`config.mk`:
```
export PLATFORM = sky130hd
export DESIGN_NAME = priority_heap_with_aging
export DESIGN_NICKNAME = d
export VERILOG_FILES = /design/src/rtl/core/phwa_pkg.sv /design/src/rtl/core/priority_heap_with_aging.sv /design/src/rtl/core/phwa_ram.sv
export SDC_FILE = /design/constraint.sdc
export NUM_CORES = 2
export LEC_CHECK = 0
export BUFFER_PORTS_ARGS = -buffer_cell sky130_fd_sc_hd__buf_4
export CAP_MARGIN = 20
export CORE_MARGIN = 5
export CORE_UTILIZATION = 51
export CTS_CLUSTER_DIAMETER = 150
export CTS_CLUSTER_SIZE = 12
export DETAILED_ROUTE_END_ITERATION = 12
export PLACE_DENSITY = 0.71
export RECOVER_POWER = 100
export REMOVE_ABC_BUFFERS = 1
export SLEW_MARGIN = 25
export SYNTH_ARGS = -nofsm -noshare
export SYNTH_HDL_FRONTEND = slang
export SYNTH_SLANG_ARGS = --single-unit
export TNS_END_PERCENT = 50
```
`constraint.sdc`:
```
create_clock -name clk -period 8.9 [get_ports clk]
set_clock_uncertainty 0.1 [all_clocks]
set_input_delay 0.89 -clock clk [delete_from_list [all_inputs] [get_ports clk]]
set_output_delay 0.89 -clock clk [all_outputs]
set_load 0.02 [all_outputs]
```
`src/rtl/core/phwa_pkg.sv`:
```
// phwa_pkg: types, constants and helpers for the priority heap with aging
// used by priority_heap_with_aging and tb_top
`default_nettype none
package phwa_pkg;
  localparam int QUEUE_DEPTH = 16;
  localparam int IDX_W = (QUEUE_DEPTH > 1) ? $clog2(QUEUE_DEPTH) : 1;
  localparam int CNT_W = $clog2(QUEUE_DEPTH + 1);
  localparam int ENTRY_W = 58;
  localparam logic [15:0] AGE_LIMIT_RESET = 16'd5;
  localparam logic [1:0] PRIO_NORMAL = 2'd1;
  localparam logic [1:0] PRIO_BACKGROUND = 2'd2;
  localparam logic [1:0] ST_OK = 2'd0;
  localparam logic [1:0] ST_FULL = 2'd1;
  localparam logic [1:0] ST_EMPTY = 2'd2;
  localparam logic CMD_PUSH = 1'b0;
  localparam logic [0:0] REG_AGE_LIMIT = 1'b0;

  typedef struct packed {
    logic [1:0]  prio;
    logic [15:0] id;
    logic [7:0]  pages;
    logic [31:0] stamp;
  } entry_t;

  typedef struct packed {
    logic        cmd;
    logic [1:0]  prio;
    logic [15:0] job_id;
    logic [7:0]  pages;
    logic [31:0] now;
  } in_item_t;

  typedef struct packed {
    logic [1:0]  status;
    logic [15:0] out_id;
    logic [1:0]  out_prio;
    logic [7:0]  out_pages;
    logic [31:0] out_stamp;
    logic [4:0]  fill;
  } out_item_t;

  typedef enum logic [4:0] {
    S_IDLE, S_PUSH_RD, S_PUSH_WT, S_PUSH_CMP,
    S_AGE_RD, S_AGE_WT, S_AGE_CHK,
    S_ROOT_RD, S_ROOT_WT, S_LAST_RD, S_LAST_WT,
    S_SNK_START, S_SNK_RDL, S_SNK_RDR, S_SNK_WL, S_SNK_WR, S_SNK_DEC, S_SNK_SWAP,
    S_SNK_DONE, S_OUT
  } state_t;

  function automatic logic ranks_before(entry_t x, entry_t y);
    if (x.prio != y.prio) return x.prio < y.prio;
    return x.stamp < y.stamp;
  endfunction
endpackage
`default_nettype wire

```
`src/rtl/core/priority_heap_with_aging.sv`:
```
// priority_heap_with_aging: binary min-heap job queue with aging
// depends on phwa_pkg and phwa_ram
//
// usage:
//   in_valid/in_ready carry one command item (push or pop). out_valid/out_ready
//   return exactly one result item per command. the block takes one item at a
//   time: in_ready is high only while idle and the result register is empty.
//   all work goes through one single-port heap ram, one access at a time,
//   and entries are ordered by ranks_before:
//     push: write the new entry at the end, then sift it up one level at a time
//     pop:  an aging scan over every entry, then if any job aged a
//           bottom-up rebuild by sink steps, then root removal and
//           sift-down
//   the result waits in an output register while the receiver stalls; the next
//   item is accepted once the result has been taken.
//   reset (synchronous, rst_n low) empties the queue and sets age_limit to 5;
//   heap ram contents need no clearing. age_limit is at cfg address 0.
`default_nettype none
module priority_heap_with_aging (
  input  wire logic               clk,
  input  wire logic               rst_n,
  input  wire logic               in_valid,
  output logic                    in_ready,
  input  wire phwa_pkg::in_item_t in_data,
  output logic                    out_valid,
  input  wire logic               out_ready,
  output phwa_pkg::out_item_t     out_data,
  input  wire logic               cfg_psel,
  input  wire logic               cfg_penable,
  input  wire logic               cfg_pwrite,
  input  wire logic [1:0]         cfg_paddr,
  input  wire logic [31:0]        cfg_pwdata,
  output logic [31:0]             cfg_prdata,
  output logic                    cfg_pready
);
  import phwa_pkg::*;

  state_t state_r, state_nxt;
  in_item_t cmd_r, cmd_nxt;
  logic [CNT_W-1:0] count_r, count_nxt;
  logic [15:0] age_limit_r;
  logic [IDX_W:0] pos_r, pos_nxt, pick_r, pick_nxt, k_r, k_nxt;
  entry_t a_r, a_nxt, b_r, b_nxt, best_r, best_nxt, top_r, top_nxt;
  logic touched_r, touched_nxt, rebuild_r, rebuild_nxt;
  logic ov_r;
  out_item_t od_r;
  logic done;
  logic [1:0] status;
  logic we;
  logic [IDX_W-1:0] addr;
  entry_t wdata, rdata;

  phwa_ram #(.WIDTH(ENTRY_W), .DEPTH(QUEUE_DEPTH)) u_ram (
    .clk(clk), .we(we), .addr(addr), .wdata(wdata), .rdata(rdata)
  );

  assign cfg_pready = 1'b1;
  assign cfg_prdata = (cfg_paddr[1:0] == {REG_AGE_LIMIT, 1'b0}) ? {16'd0, age_limit_r} : 32'd0;
  assign in_ready = (state_r == S_IDLE) && !ov_r;
  assign out_valid = ov_r;
  assign out_data = od_r;

  always_ff @(posedge clk) begin
    if (!rst_n) begin
      state_r <= S_IDLE;
      count_r <= '0;
      age_limit_r <= AGE_LIMIT_RESET;
      ov_r <= 1'b0;
    end else begin
      state_r <= state_nxt;
      count_r <= count_nxt;
      if (cfg_psel && cfg_penable && cfg_pwrite && cfg_paddr == {REG_AGE_LIMIT, 1'b0}) begin
        age_limit_r <= cfg_pwdata[15:0];
      end
      if (done) begin
        ov_r <= 1'b1;
      end else if (out_ready) begin
        ov_r <= 1'b0;
      end
    end
  end

  always_ff @(posedge clk) begin
    cmd_r <= cmd_nxt;
    pos_r <= pos_nxt;
    pick_r <= pick_nxt;
    k_r <= k_nxt;
    a_r <= a_nxt;
    b_r <= b_nxt;
    best_r <= best_nxt;
    top_r <= top_nxt;
    touched_r <= touched_nxt;
    rebuild_r <= rebuild_nxt;
    if (done) begin
      od_r.status <= status;
      od_r.out_id <= top_r.id;
      od_r.out_prio <= top_r.prio;
      od_r.out_pages <= top_r.pages;
      od_r.out_stamp <= top_r.stamp;
      od_r.fill <= 5'(count_r);
    end
  end

  logic [IDX_W:0] lch, rch;
  assign lch = (IDX_W+1)'({pos_r, 1'b1});
  assign rch = (IDX_W+1)'({pos_r, 1'b0} + 2);

  always_comb begin
    state_nxt = state_r;
    cmd_nxt = cmd_r;
    count_nxt = count_r;
    pos_nxt = pos_r;
    pick_nxt = pick_r;
    k_nxt = k_r;
    a_nxt = a_r;
    b_nxt = b_r;
    best_nxt = best_r;
    top_nxt = top_r;
    touched_nxt = touched_r;
    rebuild_nxt = rebuild_r;
    done = 1'b0;
    status = ST_OK;
    we = 1'b0;
    addr = pos_r[IDX_W-1:0];
    wdata = a_r;
    case (state_r)
      S_IDLE: begin
        if (in_valid && in_ready) begin
          cmd_nxt = in_data;
          top_nxt = '0;
          if (in_data.cmd == CMD_PUSH) begin
            if (count_r >= CNT_W'(QUEUE_DEPTH)) begin
              pos_nxt = '1;
              state_nxt = S_OUT;
            end else begin
              a_nxt = '{in_data.prio, in_data.job_id, in_data.pages, in_data.now};
              pos_nxt = (IDX_W+1)'(count_r);
              addr = count_r[IDX_W-1:0];
              we = 1'b1;
              wdata = '{in_data.prio, in_data.job_id, in_data.pages, in_data.now};
              count_nxt = count_r + 1'b1;
              state_nxt = S_PUSH_RD;
            end
          end else if (count_r == '0) begin
            pos_nxt = '1;
            state_nxt = S_OUT;
          end else begin
            k_nxt = '0;
            touched_nxt = 1'b0;
            state_nxt = S_AGE_RD;
          end
        end
      end
      S_PUSH_RD: begin
        if (pos_r == '0) begin
          state_nxt = S_OUT;
        end else begin
          pick_nxt = (pos_r - 1'b1) >> 1;
          addr = IDX_W'((pos_r - 1'b1) >> 1);
          state_nxt = S_PUSH_WT;
        end
      end
      S_PUSH_WT: begin
        addr = pick_r[IDX_W-1:0];
        b_nxt = rdata;
        state_nxt = S_PUSH_CMP;
      end
      S_PUSH_CMP: begin
        if (ranks_before(a_r, b_r)) begin
          we = 1'b1;
          addr = pos_r[IDX_W-1:0];
          wdata = b_r;
          pos_nxt = pick_r;
          state_nxt = S_SNK_DONE;
          rebuild_nxt = 1'b0;
        end else begin
          state_nxt = S_OUT;
        end
      end
      S_AGE_RD: begin
        addr = k_r[IDX_W-1:0];
        state_nxt = S_AGE_WT;
      end
      S_AGE_WT: begin
        addr = k_r[IDX_W-1:0];
        a_nxt = rdata;
        state_nxt = S_AGE_CHK;
      end
      S_AGE_CHK: begin
        addr = k_r[IDX_W-1:0];
        if (a_r.prio == PRIO_BACKGROUND && cmd_r.now >= a_r.stamp &&
            (cmd_r.now - a_r.stamp) >= {16'd0, age_limit_r}) begin
          we = 1'b1;
          wdata = a_r;
          wdata.prio = PRIO_NORMAL;
          touched_nxt = 1'b1;
        end
        if (k_r + 1'b1 >= (IDX_W+1)'(count_r)) begin
          if (touched_nxt && (count_r >> 1) != '0) begin
            k_nxt = (IDX_W+1)'(count_r >> 1) - 1'b1;
            pos_nxt = (IDX_W+1)'(count_r >> 1) - 1'b1;
            rebuild_nxt = 1'b1;
            state_nxt = S_SNK_START;
          end else begin
            state_nxt = S_ROOT_RD;
          end
        end else begin
          k_nxt = k_r + 1'b1;
          state_nxt = S_AGE_RD;
        end
      end
      S_ROOT_RD: begin
        addr = '0;
        state_nxt = S_ROOT_WT;
      end
      S_ROOT_WT: begin
        top_nxt = rdata;
        count_nxt = count_r - 1'b1;
        state_nxt = S_LAST_RD;
      end
      S_LAST_RD: begin
        addr = count_r[IDX_W-1:0];
        state_nxt = S_LAST_WT;
      end
      S_LAST_WT: begin
        addr = '0;
        we = 1'b1;
        wdata = rdata;
        pos_nxt = '0;
        rebuild_nxt = 1'b0;
        state_nxt = S_SNK_START;
      end
      S_SNK_START: begin
        state_nxt = S_SNK_RDL;
      end
      S_SNK_RDL: begin
        addr = pos_r[IDX_W-1:0];
        state_nxt = S_SNK_WL;
      end
      S_SNK_WL: begin
        a_nxt = rdata;
        best_nxt = rdata;
        pick_nxt = pos_r;
        if (lch < (IDX_W+1)'(count_r)) begin
          addr = lch[IDX_W-1:0];
          state_nxt = S_SNK_RDR;
        end else begin
          state_nxt = S_SNK_DEC;
        end
      end
      S_SNK_RDR: begin
        addr = lch[IDX_W-1:0];
        if (ranks_before(rdata, best_r)) begin
          best_nxt = rdata;
          pick_nxt = lch;
        end
        if (rch < (IDX_W+1)'(count_r)) begin
          addr = rch[IDX_W-1:0];
          state_nxt = S_SNK_WR;
        end else begin
          state_nxt = S_SNK_DEC;
        end
      end
      S_SNK_WR: begin
        if (ranks_before(rdata, best_r)) begin
          best_nxt = rdata;
          pick_nxt = rch;
        end
        state_nxt = S_SNK_DEC;
      end
      S_SNK_DEC: begin
        if (pick_r == pos_r) begin
          state_nxt = S_SNK_DONE;
        end else begin
          we = 1'b1;
          addr = pos_r[IDX_W-1:0];
          wdata = best_r;
          state_nxt = S_SNK_SWAP;
        end
      end
      S_SNK_SWAP: begin
        we = 1'b1;
        addr = pick_r[IDX_W-1:0];
        wdata = a_r;
        pos_nxt = pick_r;
        state_nxt = S_SNK_RDL;
      end
      S_SNK_DONE: begin
        if (cmd_r.cmd == CMD_PUSH) begin
          we = 1'b1;
          addr = pos_r[IDX_W-1:0];
          wdata = a_r;
          state_nxt = S_PUSH_RD;
        end else if (rebuild_r) begin
          if (k_r == '0) begin
            state_nxt = S_ROOT_RD;
          end else begin
            k_nxt = k_r - 1'b1;
            pos_nxt = k_r - 1'b1;
            state_nxt = S_SNK_RDL;
          end
        end else begin
          state_nxt = S_OUT;
        end
      end
      S_OUT: begin
        done = 1'b1;
        if (pos_r == '1) begin
          status = (cmd_r.cmd == CMD_PUSH) ? ST_FULL : ST_EMPTY;
        end
        state_nxt = S_IDLE;
      end
      default: state_nxt = S_IDLE;
    endcase
  end
endmodule
`default_nettype wire

```
`src/rtl/core/phwa_ram.sv`:
```
// phwa_ram: generic single-port ram with registered read
// no dependencies
`default_nettype none
module phwa_ram #(
  parameter int WIDTH = 8,
  parameter int DEPTH = 16
) (
  input  wire logic                     clk,
  input  wire logic                     we,
  input  wire logic [$clog2(DEPTH > 1 ? DEPTH : 2)-1:0] addr,
  input  wire logic [WIDTH-1:0]         wdata,
  output logic      [WIDTH-1:0]         rdata
);
  logic [WIDTH-1:0] mem [DEPTH];
  always_ff @(posedge clk) begin
    if (we) begin
      mem[addr] <= wdata;
    end
    rdata <= mem[addr];
  end
endmodule
`default_nettype wire

```
==> impl_metrics.ini <==
[run_status]
status = finished with violations
violations = max-capacitance violations, max-slew violations

[worst_setup_path]
r2r-start = state_r[1]
r2r_setup_slack_ps = 1180
cp-start-kind = register
reg2regPathDepth = 6
r2r_end = a_r[45]
cp_data_arrival_time_ps = 7810
crit_type = register to register
endpoint_kind = register
worstPathMaxFanout = 36
required_ps = 9000

[clocking]
cts_buffer_depth = 3
cts_tree = done
clkLatencyLatePin_ps = 760
cts_setup_buffers = 0
clk_pin_slew_ps = 70
h-tree-depth = 4
clockRootBuffer = clkbuf_16
postCtsHoldBufs = 0
ctsResizeCount = 0
cts_buffers = 131
clkSinkCount = 1360

[route]
wl_per_cell_um = 25.8
first_pass_iters = 7
antenna_left = 0
drc = 0
viasPerCell = 6.31
drtIter0Drc = 5188
vias = 40764
drt_wl_total_um = 167000

[sta]
relSlewSlack_pct = -232
period_share_pct = 86.7
holdWs_ps = 259
hold_viol = 0
final-max-slew-violation-count = 789
fin_tns_setup_ps = 0
clock.fmax_mhz = 130
rsz0062_at_grt = false
finalSetupViolations = 0
finalCriticalPeriod_ps = 7720
worstMarginPinSlew_ps = 4990

[min_path]
holdCritPathClass = primary input to register
min_to = age_limit_r[0]
min_from = cfg_pwdata[0]
holdPathStages = 3

[synthesis]
avgSynthCellArea_um2 = 12.4
synth-seq-cells = 1360
syn_area_mm2 = 0.0593
ys_async_sr_fraction_pct = 0
synth_edf_count = 1275
synth_area_leaders = edfxtp_1, nand2_1, dfxtp_1
synth_ff_type = edfxtp_1
yosysWarnings = 0
ys_types = 73
yosys.area.top_type = edfxtp_1
ys_seq_area_share_pct = 67.4
synth_cells = 4790
synth_top_area_share_pct = 64.6

[floorplanning]
die_h_um = 351
core_mm2 = 0.116
num_rows = 125
io_pins = 200
die_area_mm2 = 0.123
die_w_um = 351
start_util_pct = 51.2

[global_route]
grt_pass1_vias = 38893
antenna_found_initial = 12
gr-total-overflow = 0
grt_pass1_wl_um = 246000
track_usage_pct = 26.5
grt_max_degree = 141

[final_layout]
fin_nets = 5081
area_growth_pct = 10.2
layout-drive-gt1-share_pct = 6.10

[placement]
post-dp-hpwl_um = 93600
io_buffers = 166
routabilityCongestion = 0.913

[flow_run]
drv_cap = 23
## cells in the mapped netlist (all sizes together), types with 14 or more instances
master and count:
a222oi 39, o21ai 71, xnor2 26, and3 120
a221oi 119, xor2 20, ha 135, dfxtp 85
nor2b 19, a221o 22, inv 143, a311oi 118
clkbuf 231, a31oi 190, edfxtp 1275, mux2i 88
nand3 313, buf 118, o221ai 23, o21a 14
nor2 145, a21o 32, nand2b 25, nand4 24
and2 67, nand2 1027, nor3 37, a21boi 20
a21oi 121
## metal layers
layer / wire [µm] / vias to the layer above / GRT usage, %
li1: - / 18088 / -
met3: 18000 / 345 / 5.27
met1: 65600 / 20028 / 36.5
met2: 77500 / 2295 / 42.2
met4: 5550 / 8 / 9.99
met5: 53 / - / 0
## layout make-up
cell class	instances	area, µm²
flip-flops and latches	1360	40000
fillers	9273	50500
clock buffers	210	3600
multi-input cells	2953	17500
inverters	143	538
well taps	1524	1910
repair buffers	255	1490
clock inverters	16	300
diodes	4	10.0
## stage by stage
stage	std cells	util [%]	worst slack (ps)	area, µm²
after floorplan	4456	-	-8120	57900
after global placement	6234	53.7	2260	62200
after detailed placement	6235	53.7	2370	62200
after CTS	6461	57.1	2330	66100
after global routing	6463	56.4	1020	65400
final	6465	56.4	1180	65400
## registers in the layout, indices dropped and copies added (netlist names)
| register | cells |
|---|---|
| rebuild_r | 1 |
| best_r | 58 |
| u_ram.mem | 928 |
| touched_r | 1 |
| u_ram.rdata | 58 |
| out_valid | 1 |
| state_r | 5 |
| out_data | 65 |
| pos_r | 5 |
| pick_r | 5 |
| top_r | 58 |
| count_r | 5 |
| age_limit_r | 16 |
| cmd_r | 33 |
| k_r | 5 |
| a_r | 58 |
| b_r | 58 |
## logic make-up (layout without fill, tap and decap cells)
kind of cell,count (synthesis),in the layout,share of synthesized area [%]
flip-flops,1360,1360,67.4
adder cells (fa/ha/maj),137,137,2.92
other,2,21,0.0127
AND/OR/NAND/NOR,1812,1812,13.5
buffers and inverters,492,624,3.43
multiplexers,90,90,1.52
AO/OA/AOI/OAI,851,851,10.5
XOR/XNOR,46,46,0.679
## worst max-delay path, cell delays in order, from the launching register on
cell      delay, ps
dfxtp_1         300
clkbuf_1        950
nor2_1          160
nand2_1         210
clkbuf_1       1980
nand2_1        2230
clkbuf_2       1180
## cell usage in the layout, fill, tap and decap left out, types with 31 or more instances in the layout
cell	netlist	layout
edfxtp_1	1275	1275
nand2_1	1027	1024
nand3_1	313	312
clkbuf_1	230	213
a31oi_1	190	189
nor2_1	145	143
inv_1	143	141
ha_1	135	135
clkbuf_16	0	132
and3_1	120	120
a221oi_1	118	118
a311oi_1	118	118
a21oi_1	121	115
buf_4	22	101
mux2i_1	88	88
dfxtp_1	85	85
o21ai_0	65	68
and2_0	0	47
a222oi_1	39	39
nor3_1	37	36
a21o_1	32	31
## worst max-delay path by stage
stage	startpoint	end	slack [ps]	depth (start not counted)
after floorplan	in_data[58]	u_ram.mem[11][0]	-8120	8
after global placement	a_r[0]	u_ram.mem[7][23]	2260	17
final	state_r[1]	a_r[45]	1180	6
after global routing	state_r[1]	u_ram.rdata[31]	1020	13
after detailed placement	a_r[0]	u_ram.mem[3][18]	2370	17
after CTS	a_r[0]	u_ram.mem[3][28]	2330	17
Power is left out: the tool's default activity adds up to more than one toggle a clock period on the data nets, which glitch-free logic cannot reach.
